==> src/hw/rtl/uuidp_pkg.sv <==
// uuidp_pkg: shared types and constants for the uuid text parser
// request payload structs, character class struct and format constants
// no dependencies
package uuidp_pkg;

    // one character of the uuid text
    typedef struct packed {
        logic [7:0] char_code;
        logic       is_last;
    } uuidp_in_t;

    // one parse result
    typedef struct packed {
        logic        status;
        logic [63:0] uuid_high;
        logic [63:0] uuid_low;
    } uuidp_out_t;

    // decoded character class
    typedef struct packed {
        logic       is_hex;
        logic [3:0] nibble;
        logic       is_dash;
        logic       is_open;
        logic       is_close;
    } uuidp_class_t;

    localparam int unsigned POS_W = 6;

    localparam logic [POS_W-1:0] CONTENT_LEN  = 6'd36;
    localparam logic [POS_W-1:0] BRACED_LEN   = 6'd38;
    localparam logic [POS_W-1:0] POS_MAX      = 6'd63;
    localparam logic [POS_W-1:0] DASH_SLOT_0  = 6'd8;
    localparam logic [POS_W-1:0] DASH_SLOT_1  = 6'd13;
    localparam logic [POS_W-1:0] DASH_SLOT_2  = 6'd18;
    localparam logic [POS_W-1:0] DASH_SLOT_3  = 6'd23;

    localparam logic [7:0] CHAR_OPEN  = 8'h7B;
    localparam logic [7:0] CHAR_CLOSE = 8'h7D;
    localparam logic [7:0] CHAR_DASH  = 8'h2D;
    localparam logic [7:0] CHAR_0     = 8'h30;
    localparam logic [7:0] CHAR_9     = 8'h39;
    localparam logic [7:0] CHAR_LO_A  = 8'h61;
    localparam logic [7:0] CHAR_LO_F  = 8'h66;
    localparam logic [7:0] CHAR_UP_A  = 8'h41;
    localparam logic [7:0] CHAR_UP_F  = 8'h46;

endpackage

==> src/hw/rtl/uuidp_char_class.sv <==
// uuidp_char_class: classifies one ascii character for the uuid parser
// gives hex digit value, dash and brace flags
// depends on uuidp_pkg
module uuidp_char_class (
    input  logic [7:0]              char_code,
    output uuidp_pkg::uuidp_class_t cls
);
    import uuidp_pkg::*;

    logic       is_dec;
    logic       is_lo;
    logic       is_up;
    logic [7:0] dec_off;
    logic [7:0] lo_off;
    logic [7:0] up_off;

    // range checks for the three digit groups
    assign is_dec  = (char_code >= CHAR_0)    && (char_code <= CHAR_9);
    assign is_lo   = (char_code >= CHAR_LO_A) && (char_code <= CHAR_LO_F);
    assign is_up   = (char_code >= CHAR_UP_A) && (char_code <= CHAR_UP_F);
    assign dec_off = char_code - CHAR_0;
    assign lo_off  = char_code - CHAR_LO_A + 8'd10;
    assign up_off  = char_code - CHAR_UP_A + 8'd10;

    // class flags and nibble value
    always_comb begin
        cls.is_hex   = is_dec || is_lo || is_up;
        cls.is_dash  = (char_code == CHAR_DASH);
        cls.is_open  = (char_code == CHAR_OPEN);
        cls.is_close = (char_code == CHAR_CLOSE);
        if (is_dec) begin
            cls.nibble = dec_off[3:0];
        end else if (is_lo) begin
            cls.nibble = lo_off[3:0];
        end else begin
            cls.nibble = up_off[3:0];
        end
    end

endmodule

==> src/hw/rtl/uuid_text_parser_core.sv <==
// uuid_text_parser_core: top level of the uuid text parser
// input register, per-character parse step and result register
// depends on uuidp_pkg and uuidp_char_class
//
// Usage:
//   s_valid/s_ready/s_payload carry one ascii character per request, with
//   is_last marking the final character of a string. Plain strings are 36
//   characters, braced strings 38 ('{' ... '}'), dashes at content slots
//   8, 13, 18 and 23. m_valid/m_ready/m_payload carry one result per string:
//   status 0 with the 128-bit value, or status 1 with a zero value.
//   A character accepted into the input register is parsed into state; a
//   last character's result is then visible in m_payload. Throughput: one
//   character per cycle while no last character is held, set by the
//   combinational parse step between the input and state/result registers.
//   Characters that are not last keep flowing while a result waits; a last
//   character is held in the input register until the result register
//   is free, which then back-pressures s_ready.
//   Reset (aresetn low, synchronous) empties both registers and clears the
//   position counter, brace mode, error flag and accumulated value.
module uuid_text_parser_core (
    input  logic                  aclk,
    input  logic                  aresetn,
    input  logic                  s_valid,
    output logic                  s_ready,
    input  uuidp_pkg::uuidp_in_t  s_payload,
    output logic                  m_valid,
    input  logic                  m_ready,
    output uuidp_pkg::uuidp_out_t m_payload
);
    import uuidp_pkg::*;

    logic               in_valid_reg;
    uuidp_in_t          in_data_reg;
    logic               out_valid_reg;
    uuidp_out_t         out_data_reg;

    logic [POS_W-1:0]   pos_reg;
    logic [POS_W-1:0]   pos_next;
    logic               braced_reg;
    logic               braced_next;
    logic               error_reg;
    logic               error_next;
    logic [63:0]        upper_reg;
    logic [63:0]        upper_next;
    logic [63:0]        lower_reg;
    logic [63:0]        lower_next;

    uuidp_class_t       cls;
    logic [POS_W-1:0]   slot;
    logic               dash_slot;
    logic [POS_W-1:0]   expected;
    logic               bad;
    logic               out_free;
    logic               advance;

    uuidp_char_class u_class (
        .char_code (in_data_reg.char_code),
        .cls       (cls)
    );

    // handshake: a last character needs a free result slot
    assign out_free = !out_valid_reg || m_ready;
    assign advance  = in_valid_reg && (!in_data_reg.is_last || out_free);
    assign s_ready  = !in_valid_reg || advance;
    assign m_valid  = out_valid_reg;
    assign m_payload = out_data_reg;

    // content slot and dash positions
    assign slot      = braced_reg ? (pos_reg - 6'd1) : pos_reg;
    assign dash_slot = (slot == DASH_SLOT_0) || (slot == DASH_SLOT_1) ||
                       (slot == DASH_SLOT_2) || (slot == DASH_SLOT_3);

    // one parse step
    always_comb begin
        braced_next = braced_reg;
        error_next  = error_reg;
        upper_next  = upper_reg;
        lower_next  = lower_reg;
        if ((pos_reg == '0) && cls.is_open) begin
            braced_next = 1'b1;
        end else if (slot < CONTENT_LEN) begin
            if (dash_slot) begin
                if (!cls.is_dash) begin
                    error_next = 1'b1;
                end
            end else if (!cls.is_hex) begin
                error_next = 1'b1;
            end else begin
                upper_next = {upper_reg[59:0], lower_reg[63:60]};
                lower_next = {lower_reg[59:0], cls.nibble};
            end
        end else if (!(braced_reg && (slot == CONTENT_LEN) && cls.is_close)) begin
            error_next = 1'b1;
        end
        pos_next = (pos_reg == POS_MAX) ? pos_reg : (pos_reg + 6'd1);
        expected = braced_next ? BRACED_LEN : CONTENT_LEN;
        bad      = error_next || (pos_next != expected);
    end

    // input register
    always_ff @(posedge aclk) begin
        if (!aresetn) begin
            in_valid_reg <= 1'b0;
        end else if (s_ready) begin
            in_valid_reg <= s_valid;
        end
        if (s_ready && s_valid) begin
            in_data_reg <= s_payload;
        end
    end

    // parse state, cleared at the end of each string
    always_ff @(posedge aclk) begin
        if (!aresetn) begin
            pos_reg    <= '0;
            braced_reg <= 1'b0;
            error_reg  <= 1'b0;
            upper_reg  <= '0;
            lower_reg  <= '0;
        end else if (advance) begin
            if (in_data_reg.is_last) begin
                pos_reg    <= '0;
                braced_reg <= 1'b0;
                error_reg  <= 1'b0;
                upper_reg  <= '0;
                lower_reg  <= '0;
            end else begin
                pos_reg    <= pos_next;
                braced_reg <= braced_next;
                error_reg  <= error_next;
                upper_reg  <= upper_next;
                lower_reg  <= lower_next;
            end
        end
    end

    // result register
    always_ff @(posedge aclk) begin
        if (!aresetn) begin
            out_valid_reg <= 1'b0;
        end else if (advance && in_data_reg.is_last) begin
            out_valid_reg <= 1'b1;
        end else if (m_ready) begin
            out_valid_reg <= 1'b0;
        end
        if (advance && in_data_reg.is_last) begin
            out_data_reg.status    <= bad;
            out_data_reg.uuid_high <= bad ? 64'd0 : upper_next;
            out_data_reg.uuid_low  <= bad ? 64'd0 : lower_next;
        end
    end

endmodule
==> config.mk <==
export PLATFORM = sky130hd
export DESIGN_NAME = uuid_text_parser_core
export DESIGN_NICKNAME = d
export VERILOG_FILES = /design/src/hw/rtl/uuidp_pkg.sv /design/src/hw/rtl/uuidp_char_class.sv /design/src/hw/rtl/uuid_text_parser_core.sv
export SDC_FILE = /design/constraint.sdc
export NUM_CORES = 1
export LEC_CHECK = 0
export BUFFER_PORTS_ARGS = -buffer_cell sky130_fd_sc_hd__buf_4
export CORE_ASPECT_RATIO = 0.9
export CORE_MARGIN = 2
export CORE_UTILIZATION = 50
export CTS_CLUSTER_DIAMETER = 30
export DETAILED_ROUTE_END_ITERATION = 12
export PLACE_DENSITY = 0.7
export SLEW_MARGIN = 20
export SYNTH_ARGS = -nofsm -noshare
export SYNTH_HDL_FRONTEND = slang
export SYNTH_HIERARCHICAL = 1
export SYNTH_SLANG_ARGS = --single-unit
export TNS_END_PERCENT = 30
==> constraint.sdc <==
create_clock -name aclk -period 12.6 [get_ports aclk]
set_clock_uncertainty 0.2 [all_clocks]
set_input_delay 3.15 -clock aclk [delete_from_list [all_inputs] [get_ports aclk]]
set_output_delay 3.15 -clock aclk [all_outputs]
set_load 0.01 [all_outputs]
[Yosys cells after proc, flatten, opt, wreduce, memory -nomap -nowiden]
Cells that the tools add are included.
Cells by class
  bitwise operators: 0
  divide/modulo/power cells: 0
  $lt $le $gt $ge: 7
  shifts and indexed selects: 0
  $mul: 0
  add/sub/neg operators: 7
  eq/ne operators: 10
  reductions and logical operators: 23
  mux-type cells: 27
Operator list (count)
  2-to-1 mux 64 bit: 10
  2-to-1 mux 6 bit: 3
  equality test 8 x 7 -> 1 bit (second input constant): 2
  greater-or-equal comparator 8 x 7 -> 1 bit (second input constant): 2
  less-or-equal comparator 8 x 7 -> 1 bit (second input constant): 2
  equality test 6 x 4 -> 1 bit (second input constant): 2
  equality test 6 x 5 -> 1 bit (second input constant): 2
  equality test 6 bit (second input constant): 2
  subtractor 4 x 1 -> 4 bit (second input constant): 3
  2-to-1 mux 1 bit: 11
  logical AND 1 bit: 9
  logical OR 1 bit: 9
  adder 4 bit (second input constant): 2
  equality test 8 x 6 -> 1 bit (second input constant): 1
  greater-or-equal comparator 8 x 6 -> 1 bit (second input constant): 1
  less-or-equal comparator 8 x 6 -> 1 bit (second input constant): 1
  2-to-1 mux 4 bit: 2
  adder 6 x 1 -> 6 bit (second input constant): 1
  zero test 6 bit: 1
  < comparator 6 bit (second input constant): 1
  != test 6 bit: 1
  subtractor 6 x 1 -> 6 bit (second input constant): 1
  zero test 1 bit: 3
  2-to-1 mux 2 bit: 1
  nonzero test 2 bit: 1
Storage, ports and cells
  memories: 0
  output and inout bits: 131
  logic and storage cells: 86
  bits in read-only memories: 0
  flip-flop bits (word level): 276
  bits of input ports: 13
  bits in writable memories: 0
  latch bits: 0

[Longest topological paths before layout]
Gate-level depths: netlist of the first run.
  depth after elaboration: 10
  mapped depth: 12
  depth with buffers taken out: 9

[Cells and area by module]
Netlist of the first run, hierarchy kept.
Modules (own cells, without submodules)
  uuid_text_parser_core: seq. area each 6906.6 µm², cells each 1320, area each 13187.6 µm², times used 1
  uuidp_char_class: seq. area each 0.0 µm², cells each 33, area each 254.0 µm², times used 1

[Least setup slack after synthesis of the first run]
OpenSTA, ideal clock, no wires.
  path type: input -> register
  start: in m_ready
  end: reg out_data_reg, in the netlist m_payload[0], enable pin
  setup slack: 5.647 ns
  arrival: 6.271 ns
  cell stages on the path: 4
  library setup time: 0.482 ns
  buffers on the path: 0
  data required time: 11.918 ns
  cells stage by stage: nor2b_1 -> a21boi_0 -> nand2_1 -> inv_1
On the way
  cells in the longest elaborated chain, start to end: 4
Ends and longest elaborated chain
  start: declaration: line uuid_text_parser_core.sv:27  | input logic m_ready,
  logical OR 1 bit: line uuid_text_parser_core.sv:62  | assign out_free = !out_valid_reg || m_ready;
  logical OR 1 bit: line uuid_text_parser_core.sv:63  | assign advance = in_valid_reg && (!in_data_reg.is_last || out_free);
  logical AND 1 bit: line uuid_text_parser_core.sv:63
  logical AND 1 bit: line uuid_text_parser_core.sv:146  | if (advance && in_data_reg.is_last) begin
  end: declaration: line uuid_text_parser_core.sv:35  | uuidp_out_t out_data_reg;
Every way passes these cells.
A chain may end at the register's enable or synchronous reset.

[Worst setup path after layout of the first run]
  start: in m_ready
  end: out s_ready
On the way
  cells in the longest elaborated chain, start to end: 4
Ends and longest elaborated chain
  logical OR 1 bit: line uuid_text_parser_core.sv:62
  logical OR 1 bit: line uuid_text_parser_core.sv:63
  logical AND 1 bit: line uuid_text_parser_core.sv:63
  logical OR 1 bit: line uuid_text_parser_core.sv:64  | assign s_ready = !in_valid_reg || advance;
  end: declaration: line uuid_text_parser_core.sv:24  | output logic s_ready,
Every way passes these cells.

==> results of run 1 <==
-- kinds of logic (layout without fill, tap and decap cells) --
kind of cell	count (synthesis)	count (layout)	synth area share, %
AO/OA/AOI/OAI	559	559	29.2
AND/OR/NAND/NOR	324	324	11.4
flip-flops	276	276	51.4
buffers and inverters	177	280	6.60
XOR/XNOR	7	7	0.456
adder cells (fa/ha/maj)	6	6	0.558
multiplexers	4	4	0.335
-- routing by layer --
metal  share of wire [%]  vias up
met5                   0        -
met4                 1.2        0
met1                  46     5548
met2                  47      431
met3                 6.4       34
li1                    -     5384
-- worst paths after layout --
| path | start | end | slack [ns] | depth (start not counted) |
|---|---|---|---|---|
| worst max register to register | pos_reg[0]$_SDFFE_PN0P_ | upper_reg[10]$_SDFFE_PN0P_ | 7.76 | 10 |
| worst min register to register | upper_reg[60]$_SDFFE_PN0P_ | upper_reg[60]$_SDFFE_PN0P_ | 0.31 | 1 |
| worst max-delay path | m_ready | s_ready | 5.43 | 4 |
| worst min-delay path | upper_reg[60]$_SDFFE_PN0P_ | upper_reg[60]$_SDFFE_PN0P_ | 0.31 | 1 |
-- area by class of cell --
type                            instances  area [sq um]  area share (%)
Timing Repair Buffer                  159          1240            7.55
Sequential cell                       276          6910            42.1
Clock inverter                         46           562            3.42
Tap cell                              348           435            2.65
Inverter                               11          43.8           0.267
Clock buffer                           64          1510            9.17
Multi-Input combinational cell        900          5720            34.9
-- placed cells by master, fill, tap and decap left out, drive strengths merged, types with 5 or more instances in the layout --
master    instances
nor3              6
nand3           137
inv              16
xnor2             7
bufinv           10
nor2              7
ha                6
clkinvlp          7
and2              5
clkinv           24
nand2           137
dfxtp           138
nor2b             7
buf             159
a221o           128
a21oi           134
a31oi             8
o21ai           137
clkbuf           64
a211oi          132
edfxtp          138
-- per-stage QoR --
| stage | instances | hold WS, ns |
|---|---|---|
| 3_3_place_gp | 1693 | 0.284 |
| 6_report | 1804 | 0.312 |
| 3_5_place_dp | 1693 | 0.290 |
| 4_1_cts | 1803 | 0.313 |
| 5_1_grt | 1804 | 0.334 |
| 2_1_floorplan | 1353 | 0.273 |
-- power by group --
part	switching [uW]	leakage, uW	internal, uW
Clock	501	0.000991	1070
Combinational	53.9	0.00205	13.9
Sequential	4.58	0.00264	946
Total	559	0.00568	2030
==> reports/qor.txt, run 1 <==
synth-to-layout area growth = 22.1%
CP Buf/Inv Count = 2
Peak Freq = 140 MHz
peak supply drop = 0.000101 V
max reg flops = 129
Final Cell Area = 0.0164 sq mm
Mapped Area = 0.0134 sq mm
Post-DP Area = 0.0143 sq mm
fin nets = 1425
leading post-synthesis cells by cell area = edfxtp_1 (31%), dfxtp_1 (21%), a221o_1 (9.5%), a211oi_1 (6.5%), nand3_1 (5.1%)
Worst-Skew Late Latency = 0.56 ns
library cells used by synthesis = 54
Rows = 56
Final Hold Viols = 0
CTS H-Tree Depth = 2
slowest stage delay, CP = 0.24 ns
postcts setup bufs = 0
CP max-delay cell = nor2b_1
crit start category = input pin
TritonCTS clock tree = built
CP most frequent cell = buf_4
gr usage total = 23.4%
share of the synthesized area in the top cell type = 30.8%
core area = 0.0263 sq mm
WS Path Type = input pin to output port
Num Clock Sinks = 276
layout cells sized above 1 = 20.1%
pre-CTS WS = 5.42 ns
critical path's top delay family = simple AND/OR/NAND/NOR gates
DR DRC count = 0
sequential area share after synthesis = 51.4%
Yosys top cell by area = edfxtp_1
syn nets = 1372
# setup viols final = 0
vias in the first global route = 10200
total CTS buffers = 58
crit path cell chain = buf_4 > nor2b_1 > nand3_1 > buf_4
fin util = 62.5%
Initial Utilization = 51.2%
max-slew violations = 0
Post-synth EDFFs = 138
critical path arrival = 3.82 ns
Hold Path Class = flip-flop to flip-flop
Final Wtd Congestion = 0.789
DR WL/cell = 18.9 um
die area = 0.0282 sq mm
PD cells = 158 mW/mm^2
met2 usage = 35.2%
residual antenna-violating net count after detailed routing = 0
via count = 11400
fin crit period = 7.17 ns
DRT Wirelength = 34.1 mm
global-route wire length before repair = 55.2 mm
met3 usage = 3.94%
flops & latches, synth = 276
CTS Hold Bufs = 0
GRT busiest layer = met2
Reg clk slew, reported paths = 0.05 ns
Main synth FF type = edfxtp_1
iteration count of the initial detailed-routing pass = 5
final critical-path share of the clock period = 56.9%
CP endpoint kind = output port
Die Wd = 177 um
WP data required = 9.25 ns
Leak = 0.00568 uW
RSZ-0062 raised after global routing = false
hpwl dp = 17.3 mm
Synth async-reset ratio = 0%
met1 Resource Use GR = 35.1%
Longest Clk Path Bufs = 3
root buffer cell = clkbuf_16
grt ovf = 0
IO buf count = 143
largest net degree at the start of global routing = 257
MaxCap Viol Count = 0
setup_tns = 0 ns
Antenna Cells = 0
Vias/cell = 6.32
Relative slew margins = 17.0%
Synth Instances = 1353
fillers = 2133
synth warn = 6
DRT iter0 DRCs = 1228
boundary pin count = 144
CTS resizes = 0
Least-Margin Pin Slew = 1.25 ns
initial antenna violation count = 0
crit-path max FO = 5
Post-synth top cells = dfxtp_1 (138), edfxtp_1 (138), nand2_1 (137), nand3_1 (137), o21ai_0 (136)
status = finished, final reports clean
syn avg cell area = 9.93 sq um
Total Power = 2590 uW
Setup WS post-layout = 5.43 ns
Die Ht = 160 um
(Power assumes the default switching activity.)
==> run 2, diff against run 1 <==
--- a/config.mk
+++ b/config.mk
@@ -11,7 +11,7 @@
 export CORE_UTILIZATION = 50
 export CTS_CLUSTER_DIAMETER = 30
 export DETAILED_ROUTE_END_ITERATION = 12
-export PLACE_DENSITY = 0.7
+export PLACE_DENSITY = 0.72
 export SLEW_MARGIN = 20
 export SYNTH_ARGS = -nofsm -noshare
 export SYNTH_HDL_FRONTEND = slang
==> constraint.sdc (replaced) <==
create_clock -name aclk -period 6 [get_ports aclk]
set_clock_uncertainty 0.2 [all_clocks]
set_input_delay 1.5 -clock aclk [delete_from_list [all_inputs] [get_ports aclk]]
set_output_delay 1.5 -clock aclk [all_outputs]
set_load 0.01 [all_outputs]
==> reports/qor.txt, run 2 (synthesis gave the netlist of run 1 again) <==
status = finished, final reports clean
most frequent cells in the layout = buf_4 (154), dfxtp_1 (138), edfxtp_1 (138), nand2_1 (137)
MaxCap Viol Count = 0
Longest Clk Path Bufs = 3
fin crit period = 4.17 ns
gr usage total = 23.6%
Reg clk slew, reported paths = 0.05 ns
RR Endpoint = m_payload[89]$_SDFFCE_PP0P_
pre-CTS WS = 1.72 ns
die area = 0.0282 sq mm
max reg flops = 129
r2r worst-path depth = 9
critical path arrival = 4.29 ns
Initial Utilization = 51.2%
DRT Wirelength = 34.6 mm
FF-to-FF Start = pos_reg[0]$_SDFFE_PN0P_
grt ovf = 0
Setup WS post-layout = 1.83 ns
vias in the first global route = 10500
DRT iter0 DRCs = 1244
Die Ht = 160 um
root buffer cell = clkbuf_16
Die Wd = 177 um
Vias/cell = 6.42
CP endpoint kind = flip-flop
Antenna Cells = 0
area occupied by multi-input gates = 0.00572 sq mm
WHS Path Cells = 1
Peak Freq = 240 MHz
peak supply drop = 0.000217 V
Hold Path Class = flip-flop to flip-flop
IO buf count = 143
Final Wtd Congestion = 0.823
TritonCTS clock tree = built
PD cells = 334 mW/mm^2
WS Path Type = flip-flop to flip-flop
global-route wire length before repair = 55.4 mm
CTS Hold Bufs = 0
Final Hold Viols = 0
commonest non-fill, non-tap cell in the layout = buf_4
RSZ-0062 raised after global routing = false
final critical-path share of the clock period = 69.4%
CTS H-Tree Depth = 2
synth-to-layout area growth = 22.8%
Rows = 56
largest net degree at the start of global routing = 257
internal reg-to-reg setup slack = 1.83 ns
WHS Endpoint = upper_reg[61]$_SDFFE_PN0P_
# setup viols final = 0
core area = 0.0263 sq mm
Least-Margin Pin Slew = 1.17 ns
crit-path max FO = 129
DR WL/cell = 19.1 um
hpwl dp = 18.3 mm
Num Clock Sinks = 276
fin nets = 1428
Hold Crit Start = upper_reg[61]$_SDFFE_PN0P_
via count = 11600
Relative slew margins = 22.3%
Leak = 0.00570 uW
residual antenna-violating net count after detailed routing = 0
register area = 0.00691 sq mm
total CTS buffers = 59
fillers = 2080
initial antenna violation count = 0
iteration count of the initial detailed-routing pass = 6
Worst-Skew Late Latency = 0.57 ns
boundary pin count = 144
postcts setup bufs = 0
WP data required = 6.12 ns
DR DRC count = 0
crit start category = flip-flop
max-slew violations = 0
layout cells sized above 1 = 20.5%
setup_tns = 0 ns
CTS resizes = 0
==> run 2: power by group <==
group / internal [uW] / switching [uW] / total [uW]
Sequential: 1990 / 9.65 / 2000
Clock: 2280 / 1090 / 3370
Combinational: 34.0 / 112 / 146
==> run 2: per-stage QoR <==
stage               cell area [sq um]  instances  power (uW)  hold slack (ns)  util, %
finish                          16500       1808        5510            0.323     62.8
global route                    16500       1808        5650            0.340     62.8
CTS                             16500       1808        5540            0.314     62.8
detailed placement              14400       1696        2180            0.299     54.9
global placement                14400       1695        2170            0.286     54.8
floorplan                       13400       1353        2130            0.273        -
==> run 2: critical path, stage by stage, from the launching register on <==
cell and delay [ns]:
dfxtp_1 0.60, inv_1 0.16, ha_1 0.30, and4bb_1 0.23
xnor2_1 0.15, o31ai_2 0.41, a22o_4 0.82, a211oi_4 0.15
buf_12 0.27, a211oi_1 0.50
==> run 2: metal layers <==
layer | vias up | part of all wire (%) | GRT usage [%]
met3 | 78 | 7.0 | 3.56
li1 | 5384 | - | -
met4 | 0 | 3.1 | 9.99
met5 | - | 0 | 0
met1 | 5584 | 44 | 34.2
met2 | 556 | 45 | 35.2
==> run 2: worst max path at each step <==
stage	slack, ns	start	endpoint
after floorplan	0.70	m_ready	m_payload[0]$_SDFFCE_PP0P_
after global placement	1.34	m_ready	lower_reg[41]$_SDFFE_PN0P_
after detailed placement	1.72	m_ready	m_payload[55]$_SDFFCE_PP0P_
after CTS	1.90	pos_reg[0]$_SDFFE_PN0P_	m_payload[11]$_SDFFCE_PP0P_
after global routing	1.65	pos_reg[0]$_SDFFE_PN0P_	m_payload[71]$_SDFFCE_PP0P_
final	1.83	pos_reg[0]$_SDFFE_PN0P_	m_payload[89]$_SDFFCE_PP0P_
==> run 2: cell type report <==
cell class / instances / area share, %
flip-flops and latches: 276 / 41.8
multi-input cells: 900 / 34.7
clock buffers: 62 / 9.01
repair buffers: 161 / 7.90
clock inverters: 50 / 3.65
well taps: 348 / 2.64
inverters: 11 / 0.265
